--- config.mk ---
export PLATFORM = sky130hd
export DESIGN_NAME = two_button_multipress_tracker
export DESIGN_NICKNAME = d
export VERILOG_FILES = /design/src/rtl/tbmt_pkg.sv /design/src/rtl/tbmt_lane.sv /design/src/rtl/tbmt_merge.sv /design/src/rtl/two_button_multipress_tracker.sv
export SDC_FILE = /design/constraint.sdc
export NUM_CORES = 1
export LEC_CHECK = 0
export CELL_PAD_IN_SITES_DETAIL_PLACEMENT = 0
export CELL_PAD_IN_SITES_GLOBAL_PLACEMENT = 2
export CORE_ASPECT_RATIO = 0.9
export CORE_MARGIN = 4
export CORE_UTILIZATION = 45
export DETAILED_ROUTE_END_ITERATION = 16
export DONT_BUFFER_PORTS = 1
export GPL_TIMING_DRIVEN = 1
export PLACE_DENSITY = 0.95
export RECOVER_POWER = 100
export SLEW_MARGIN = 30
export SYNTH_ARGS = -nofsm -noshare
export SYNTH_HDL_FRONTEND = slang
export SYNTH_SLANG_ARGS = --single-unit
--- constraint.sdc ---
create_clock -name clk -period 11.3 [get_ports clk]
set_clock_uncertainty 0.2 [all_clocks]
set_input_delay 2.26 -clock clk [delete_from_list [all_inputs] [get_ports clk]]
set_output_delay 2.26 -clock clk [all_outputs]
set_load 0.02 [all_outputs]
--- src/rtl/tbmt_pkg.sv ---
`timescale 1ns / 1ps

package tbmt_pkg;

	// Register indexes on the configuration port (paddr[2])
	localparam logic REG_WINDOW = 1'b0;
	localparam logic REG_MAX_PRESSES = 1'b1;

	// Reset values of the configuration registers
	localparam logic [15:0] WINDOW_RESET = 16'd500;
	localparam logic [3:0] MAX_PRESSES_RESET = 4'd3;

	// Settings shared by both lanes
	typedef struct packed {
		logic [15:0] window_ms;
		logic [3:0]  limit;
	} cfg_t;

	// What one lane reports for one sample
	typedef struct packed {
		logic        level;
		logic        pressed;
		logic        released;
		logic [31:0] held_ms;
		logic [3:0]  count_now;
		logic [3:0]  count_done;
	} lane_out_t;

	// Merged result of both lanes
	typedef struct packed {
		lane_out_t b1;
		lane_out_t b2;
	} result_t;

endpackage

--- src/rtl/tbmt_lane.sv ---
`timescale 1ns / 1ps

// Per-button tracker: edges, hold time and multipress count
module tbmt_lane (
	input  logic                clk,
	input  logic                arst_n,
	input  logic                take,
	input  logic                level,
	input  logic [31:0]         now,
	input  tbmt_pkg::cfg_t      cfg,
	output tbmt_pkg::lane_out_t res
);

	logic        present_q;
	logic [31:0] last_press_q;
	logic [31:0] hold_begin_q;
	logic [3:0]  tally_q;

	logic        edge_up;
	logic        edge_down;
	logic [31:0] gap;
	logic        gap_ge;
	logic [3:0]  tally_d;
	logic [3:0]  done;
	logic [31:0] hold_begin_d;

	assign edge_up = level & ~present_q;
	assign edge_down = ~level & present_q;
	assign gap = now - last_press_q;
	assign gap_ge = (gap >= {16'd0, cfg.window_ms});
	assign hold_begin_d = level ? hold_begin_q : now;

	// Count update for this sample
	always_comb begin
		tally_d = tally_q;
		done = 4'd0;
		if (edge_up) begin
			if (!gap_ge) begin
				if ((tally_q < cfg.limit) && (tally_q != 4'd0))
					tally_d = tally_q + 4'd1;
			end else if (tally_q == 4'd0) begin
				tally_d = 4'd1;
			end
		end else begin
			if (tally_q == cfg.limit)
				tally_d = 4'd0;
			// group confirmed once the window has run out
			if (gap_ge && (tally_d != 4'd0)) begin
				done = tally_d;
				tally_d = 4'd0;
			end
		end
		if (tally_d == cfg.limit)
			done = cfg.limit;
	end

	// Lane result
	always_comb begin
		res.level = level;
		res.pressed = edge_up;
		res.released = edge_down;
		res.held_ms = now - hold_begin_d;
		res.count_now = tally_d;
		res.count_done = done;
	end

	// Per-button state, advanced on each accepted request
	always_ff @(posedge clk or negedge arst_n) begin
		if (!arst_n) begin
			present_q <= 1'b0;
			last_press_q <= 32'd0;
			hold_begin_q <= 32'd0;
			tally_q <= 4'd0;
		end else if (take) begin
			present_q <= level;
			if (edge_up)
				last_press_q <= now;
			hold_begin_q <= hold_begin_d;
			tally_q <= tally_d;
		end
	end

	// Hold start follows the timestamp while released
	a_hold_tracks: assert property (@(posedge clk) disable iff (!arst_n)
		take && !level |=> hold_begin_q == $past(now))
		else $error("hold start not updated on released sample");

	// A press edge records its time
	a_press_time: assert property (@(posedge clk) disable iff (!arst_n)
		take && edge_up |=> last_press_q == $past(now))
		else $error("press time not recorded");

	// Released sample reports zero hold time
	a_held_zero: assert property (@(posedge clk) disable iff (!arst_n)
		!level |-> res.held_ms == 32'd0)
		else $error("nonzero hold time while released");

endmodule

--- src/rtl/tbmt_merge.sv ---
`timescale 1ns / 1ps

// Joins both lane results and buffers them: output register plus skid stage
module tbmt_merge (
	input  logic                clk,
	input  logic                arst_n,
	input  logic                take,
	input  tbmt_pkg::lane_out_t lane1,
	input  tbmt_pkg::lane_out_t lane2,
	output logic                full,
	output logic                out_valid,
	input  logic                out_stall,
	output tbmt_pkg::result_t   out_res
);

	tbmt_pkg::result_t merged;
	tbmt_pkg::result_t main_q;
	tbmt_pkg::result_t skid_q;
	logic              main_valid_q;
	logic              skid_valid_q;
	logic              out_take;
	logic              main_from_new;
	logic              main_from_skid;
	logic              skid_load;

	assign merged.b1 = lane1;
	assign merged.b2 = lane2;

	assign out_take = main_valid_q & ~out_stall;
	assign main_from_new = take & (~main_valid_q | (out_take & ~skid_valid_q));
	assign main_from_skid = out_take & skid_valid_q;
	assign skid_load = take & main_valid_q & ~out_take;

	// Occupancy
	always_ff @(posedge clk or negedge arst_n) begin
		if (!arst_n) begin
			main_valid_q <= 1'b0;
			skid_valid_q <= 1'b0;
		end else begin
			main_valid_q <= skid_valid_q | take | (main_valid_q & ~out_take);
			skid_valid_q <= (skid_valid_q & ~out_take) | skid_load;
		end
	end

	// Payload
	always_ff @(posedge clk) begin
		if (main_from_skid)
			main_q <= skid_q;
		else if (main_from_new)
			main_q <= merged;
		if (skid_load)
			skid_q <= merged;
	end

	assign full = skid_valid_q;
	assign out_valid = main_valid_q;
	assign out_res = main_q;

	// Skid entry only ever sits behind a full output register
	a_skid_order: assert property (@(posedge clk) disable iff (!arst_n)
		skid_valid_q |-> main_valid_q)
		else $error("skid holds data with output register empty");

	// No request taken while both entries are in use
	a_no_overflow: assert property (@(posedge clk) disable iff (!arst_n)
		skid_valid_q |-> !take)
		else $error("request accepted with buffer full");

	// A stalled output with a waiting skid entry keeps both entries
	a_hold_full: assert property (@(posedge clk) disable iff (!arst_n)
		skid_valid_q && out_stall |=> skid_valid_q && main_valid_q)
		else $error("buffer lost an entry while stalled");

endmodule

--- src/rtl/two_button_multipress_tracker.sv ---
`timescale 1ns / 1ps

// Two-button multipress tracker.
// Sample channel: sample_valid/sample_stall with btn1_level, btn2_level and
// time_ms; a request is taken at a clock edge with valid high and stall low.
// Result channel: result_valid/result_stall with the b1_* and b2_* fields,
// one result per sample, in order.
// Each button has its own lane; both lanes update in the cycle a sample is
// taken and the merged result is registered. One sample per cycle is
// sustained while results drain.
// A two-entry output buffer (output register plus skid stage) decouples the
// sides: sample_stall rises only when both entries are occupied, i.e. after
// the receiver has stalled with one result waiting and another arrived.
// A stalled result holds its fields until taken.
// APB registers: 0x0 multipress_window_ms (16 bits), 0x4 max_presses (4 bits);
// write them only while no request is in flight.
// Reset (arst_n low) clears all button state, empties the buffer and loads
// the register defaults (window 500 ms, max presses 3).
module two_button_multipress_tracker #(
	parameter int COUNT_LIMIT = 15
) (
	input  logic        clk,
	input  logic        arst_n,
	input  logic        sample_valid,
	output logic        sample_stall,
	input  logic        btn1_level,
	input  logic        btn2_level,
	input  logic [31:0] time_ms,
	output logic        result_valid,
	input  logic        result_stall,
	output logic        b1_level,
	output logic        b1_pressed,
	output logic        b1_released,
	output logic [31:0] b1_held_ms,
	output logic [3:0]  b1_count_now,
	output logic [3:0]  b1_count_done,
	output logic        b2_level,
	output logic        b2_pressed,
	output logic        b2_released,
	output logic [31:0] b2_held_ms,
	output logic [3:0]  b2_count_now,
	output logic [3:0]  b2_count_done,
	input  logic        psel,
	input  logic        penable,
	input  logic        pwrite,
	input  logic [2:0]  paddr,
	input  logic [31:0] pwdata,
	output logic [31:0] prdata,
	output logic        pready
);

	localparam logic [7:0] LIMIT_CAP = COUNT_LIMIT[7:0];

	logic [15:0]         window_q;
	logic [3:0]          max_presses_q;
	logic                cfg_write;
	logic                take;
	tbmt_pkg::cfg_t      cfg;
	tbmt_pkg::lane_out_t lane1;
	tbmt_pkg::lane_out_t lane2;
	tbmt_pkg::result_t   res;

	// Configuration registers
	assign pready = 1'b1;
	assign cfg_write = psel & penable & pwrite & pready;

	always_ff @(posedge clk or negedge arst_n) begin
		if (!arst_n) begin
			window_q <= tbmt_pkg::WINDOW_RESET;
			max_presses_q <= tbmt_pkg::MAX_PRESSES_RESET;
		end else if (cfg_write) begin
			case (paddr[2])
				tbmt_pkg::REG_WINDOW: window_q <= pwdata[15:0];
				tbmt_pkg::REG_MAX_PRESSES: max_presses_q <= pwdata[3:0];
				default: ;
			endcase
		end
	end

	always_comb begin
		case (paddr[2])
			tbmt_pkg::REG_WINDOW: prdata = {16'd0, window_q};
			tbmt_pkg::REG_MAX_PRESSES: prdata = {28'd0, max_presses_q};
			default: prdata = 32'd0;
		endcase
	end

	// Limit in use: max_presses capped at COUNT_LIMIT
	assign cfg.window_ms = window_q;
	assign cfg.limit = ({4'd0, max_presses_q} > LIMIT_CAP) ? LIMIT_CAP[3:0] : max_presses_q;

	assign take = sample_valid & ~sample_stall;

	// One lane per button
	tbmt_lane u_lane1 (
		.clk    (clk),
		.arst_n (arst_n),
		.take   (take),
		.level  (btn1_level),
		.now    (time_ms),
		.cfg    (cfg),
		.res    (lane1)
	);

	tbmt_lane u_lane2 (
		.clk    (clk),
		.arst_n (arst_n),
		.take   (take),
		.level  (btn2_level),
		.now    (time_ms),
		.cfg    (cfg),
		.res    (lane2)
	);

	// Merge and output buffer
	tbmt_merge u_merge (
		.clk       (clk),
		.arst_n    (arst_n),
		.take      (take),
		.lane1     (lane1),
		.lane2     (lane2),
		.full      (sample_stall),
		.out_valid (result_valid),
		.out_stall (result_stall),
		.out_res   (res)
	);

	assign b1_level = res.b1.level;
	assign b1_pressed = res.b1.pressed;
	assign b1_released = res.b1.released;
	assign b1_held_ms = res.b1.held_ms;
	assign b1_count_now = res.b1.count_now;
	assign b1_count_done = res.b1.count_done;
	assign b2_level = res.b2.level;
	assign b2_pressed = res.b2.pressed;
	assign b2_released = res.b2.released;
	assign b2_held_ms = res.b2.held_ms;
	assign b2_count_now = res.b2.count_now;
	assign b2_count_done = res.b2.count_done;

endmodule
==> out/metrics.csv <==
stage,metric,value,unit
outcome,status,finished with violations,
outcome,violations,"capacitance limit, slew limit",
power,powerDensity,217.0,nW/um2
floorplanning,die_h,215.8,um
place,port_buffers,0,
clock_tree,cts.repair.resized,0,
synth,synthCells,2214,
final_layout,num-fill-cells,4353,
power,switching_share,0.3809,
final_layout,layout.area.seq,9179,um2
setup_path,cp-startpoint,time_ms[0],
drt,routed_wl,51880,um
synth,syn_area,21590,um2
min_path,min-delay-start,window_q[11]$_DFFE_PN0P_,
clock_tree,cts_tree,built,
drt,via_count,15900,
global_routing,gr-total-overflow,0,
synth,synth_enable_flop_cells,172,
synth,yosysWarningCount,0,
synth,synth.avg_cell_area,9.753,um2
timing,slew-limit-headroom,-1.339,
power,pwr-share-clk,0.234,
global_routing,grt_max_degree,161,
clock_tree,htree_levels,2,
setup_path,crit_path_end_kind,flip-flop,
timing,fin_hold_ws,300.2,ps
clock_tree,cts-root-buf,clkbuf_16,
power,p_total,5.027,mW
final_layout,areaGrowthSynthToFinish,7.278,%
clock_tree,clk_path_buf_depth,3,
floorplanning,start_util,0.4593,
power,p_comb_frac,0.409,
floorplanning,core,47010,um2
clock_tree,cts.sinks,332,
clock_tree,cts_setup_buffers,0,
setup_path,cp-start-kind,primary input,
drt,drcViolationCount,0,
power,switchingPower,1.915,mW
drt,viasPerCell,5.594,
setup_path,r2r-start,u_lane1.last_press_q[0]$_DFFE_PN0P_,
setup_path,crit_type,in2reg,
global_routing,first_global_vias,15510,
clock_tree,numCtsBuffers,38,
timing,fmax,0.1093,GHz
timing,setup_tns,0,ps
timing,worst_pin_slew,3509,ps
final_layout,multi_input_area,11460,um2
power,seq_power_share,0.357,
timing,period_needed,9153,ps
global_routing,grt_usage,0.1979,
floorplanning,fp.dieW,238.9,um
global_routing,antenna_found_initial,0,
drt,final_antenna_net_count,0,
timing,setup_violations,0,
place,place_congestion,0.8802,
setup_path,crit_fanout,13,
power,ir_drop,0.1394,mV
setup_path,worst_ep_arrival_time,9260,ps
timing,hold_viol,0,
setup_path,worstPathRequired,11410,ps
clock_tree,ctsHoldBuffers,0,
flow_run,drv_cap,10,
floorplanning,die_area,51560,um2
timing,rsz0062_at_grt,false,
synth,async_flop_share,0.4819,
power,intPower,3.112,mW
drt,wl_per_cell,18.25,um
power,power.leakage,9.812,nW
timing,fin_crit_sh,0.8100,
clock_tree,clkTransAtPathRegs,60,ps
final_layout,diodes,0,
timing,drv_slew,501,
floorplanning,rows,75,
final_layout,final_cell_mix,"nand2_1 (350), edfxtp_1 (172), ha_1 (168)",
final_layout,final_common_cell,nand2_1,
clock_tree,clkLatencyLatePin,560,ps
synth,synth-seq-cells,332,
drt,drt-pass1-iter-count,5,
min_path,hp-class,reg2reg,
final_layout,layout.nets,2446,
synth,synth_ff_type,edfxtp_1,
final_layout,layout-drive-gt1-share,0.08981,
place,hpwl,38520,um
drt,drt_iter0_markers,920,
global_routing,grt_pass1_wl,83810,um
floorplanning,ios,197,
synth,synth_seq_area_share,0.4251,
synth,synth_cell_types,92,
-- flip-flops by register name, indices dropped and copies added (netlist names) --
signal                count
max_presses_q             4
u_lane1.hold_begin_q     32
u_lane1.last_press_q     32
u_lane1.present_q         1
u_lane1.tally_q           4
u_lane2.hold_begin_q     32
u_lane2.last_press_q     32
u_lane2.present_q         1
u_lane2.tally_q           4
u_merge.full              1
u_merge.out_res          86
u_merge.out_valid         1
u_merge.skid_q           86
window_q                 16
-- cells by family after synthesis --
group	after synthesis	share of synthesized area
other	2	0.0003478
DFF	332	0.4251
xor gates and xnor gates	91	0.03691
AOI/OAI and AO/OA	494	0.1486
adders and majority gates	172	0.1011
and+or+nand+nor	720	0.1529
muxes	181	0.09010
buffers and inverters	222	0.04496
-- cell type report --
class | instances | area share
Clock inverter | 14 | 0.004591
Tap cell | 616 | 0.03327
Inverter | 135 | 0.02188
Timing Repair Buffer | 16 | 0.003241
Multi-Input combinational cell | 1675 | 0.4948
Clock buffer | 55 | 0.04602
Sequential cell | 332 | 0.3962
-- cells in the mapped netlist, types with 5 or more instances --
| library cell | n | share of area |
|---|---|---|
| nand2_1 | 350 | 0.061 |
| edfxtp_1 | 172 | 0.24 |
| ha_1 | 168 | 0.097 |
| dfrtp_1 | 152 | 0.18 |
| o21ai_0 | 150 | 0.035 |
| nor2_1 | 144 | 0.025 |
| inv_1 | 134 | 0.023 |
| a21oi_1 | 127 | 0.029 |
| mux2_2 | 104 | 0.054 |
| mux2i_1 | 74 | 0.034 |
| xnor2_1 | 66 | 0.027 |
| clkbuf_1 | 50 | 0.0087 |
| nand3_1 | 37 | 0.0086 |
| a21o_1 | 35 | 0.012 |
| nor3_1 | 28 | 0.0065 |
| o21a_1 | 28 | 0.0097 |
| nand2b_1 | 27 | 0.0078 |
| xor2_1 | 25 | 0.010 |
| nand4_1 | 20 | 0.0058 |
| a211oi_1 | 18 | 0.0063 |
| a31oi_1 | 18 | 0.0052 |
| buf_4 | 18 | 0.0063 |
| nor2b_1 | 18 | 0.0052 |
| o211ai_1 | 18 | 0.0063 |
| and2_1 | 17 | 0.0049 |
| and3_1 | 11 | 0.0032 |
| nor4_1 | 11 | 0.0032 |
| or3_1 | 10 | 0.0029 |
| o31ai_1 | 9 | 0.0031 |
| buf_1 | 8 | 0.0014 |
| dfstp_2 | 8 | 0.0097 |
| o21bai_1 | 8 | 0.0028 |
| a21boi_0 | 7 | 0.0024 |
| o2111ai_1 | 7 | 0.0028 |
| a221o_1 | 6 | 0.0028 |
| nand3b_1 | 6 | 0.0021 |
| nand4b_1 | 6 | 0.0024 |
| a2111oi_0 | 5 | 0.0020 |
| a211o_1 | 5 | 0.0020 |
| nor4b_1 | 5 | 0.0020 |
-- stage by stage --
stage,std cells,setup WS [ps],cell area [um2],util
2_1_floorplan,2229,3721,21650,-
3_3_place_gp,2773,2512,22120,0.4705
3_5_place_dp,2773,2327,22120,0.4705
4_1_cts,2842,2907,23290,0.4954
5_1_grt,2843,1740,23160,0.4927
6_report,2843,2147,23160,0.4927
-- path summary, 6_finish.rpt --
kind / to / slack (ps) / cells past startpoint
min: window_q[11]$_DFFE_PN0P_ / 300 / 1
min in group asynchronous: u_lane1.last_press_q[2]$_DFFE_PN0P_ / 1210 / 0
max reg2reg: u_merge.skid_q[43]$_DFFE_PP_ / 3630 / 23
max: u_merge.skid_q[43]$_DFFE_PP_ / 2150 / 24
max in group asynchronous: u_lane1.hold_begin_q[22]$_DFFE_PN0P_ / 9410 / 0
min reg2reg: window_q[11]$_DFFE_PN0P_ / 300 / 1
-- power groups by stage --
stage	sequential (mW)	clock, mW	combinational (mW)
final	1.79	1.17	2.06
after global routing	1.82	1.26	2.33
after floorplan	1.78	0	1.63
after CTS	1.79	1.21	2.07
after global placement	1.81	0	2.01
after detailed placement	1.82	0	2.06
-- worst max-delay path, stage by stage --
cell	delay, ps
inv_1	100
ha_1	290
fa_1	410
nand2b_1	180
a21oi_1	270
o21ba_1	310
a21oi_1	90
nand2b_1	210
nor2b_1	160
xnor2_1	130
ha_1	270
nand2_1	80
o21ai_0	140
a2111oi_0	370
o211ai_1	170
a2111oi_0	440
nand4_1	150
nor4_1	540
clkbuf_1	650
a311oi_1	200
or3_2	510
a31oi_1	710
nor3b_1	230
mux2_1	380
-- per-layer routing --
| layer | GRT usage | share of wire | routed length (um) | up-vias |
|---|---|---|---|---|
| met5 | 0 | 0 | 0 | - |
| met4 | 0.04251 | 0.015 | 754 | 0 |
| met3 | 0.03293 | 0.046 | 2394 | 55 |
| met2 | 0.3073 | 0.44 | 22770 | 311 |
| met1 | 0.2926 | 0.50 | 25960 | 7647 |
| li1 | - | - | - | 7890 |
Note: power is estimated with default switching activity, not from simulation.
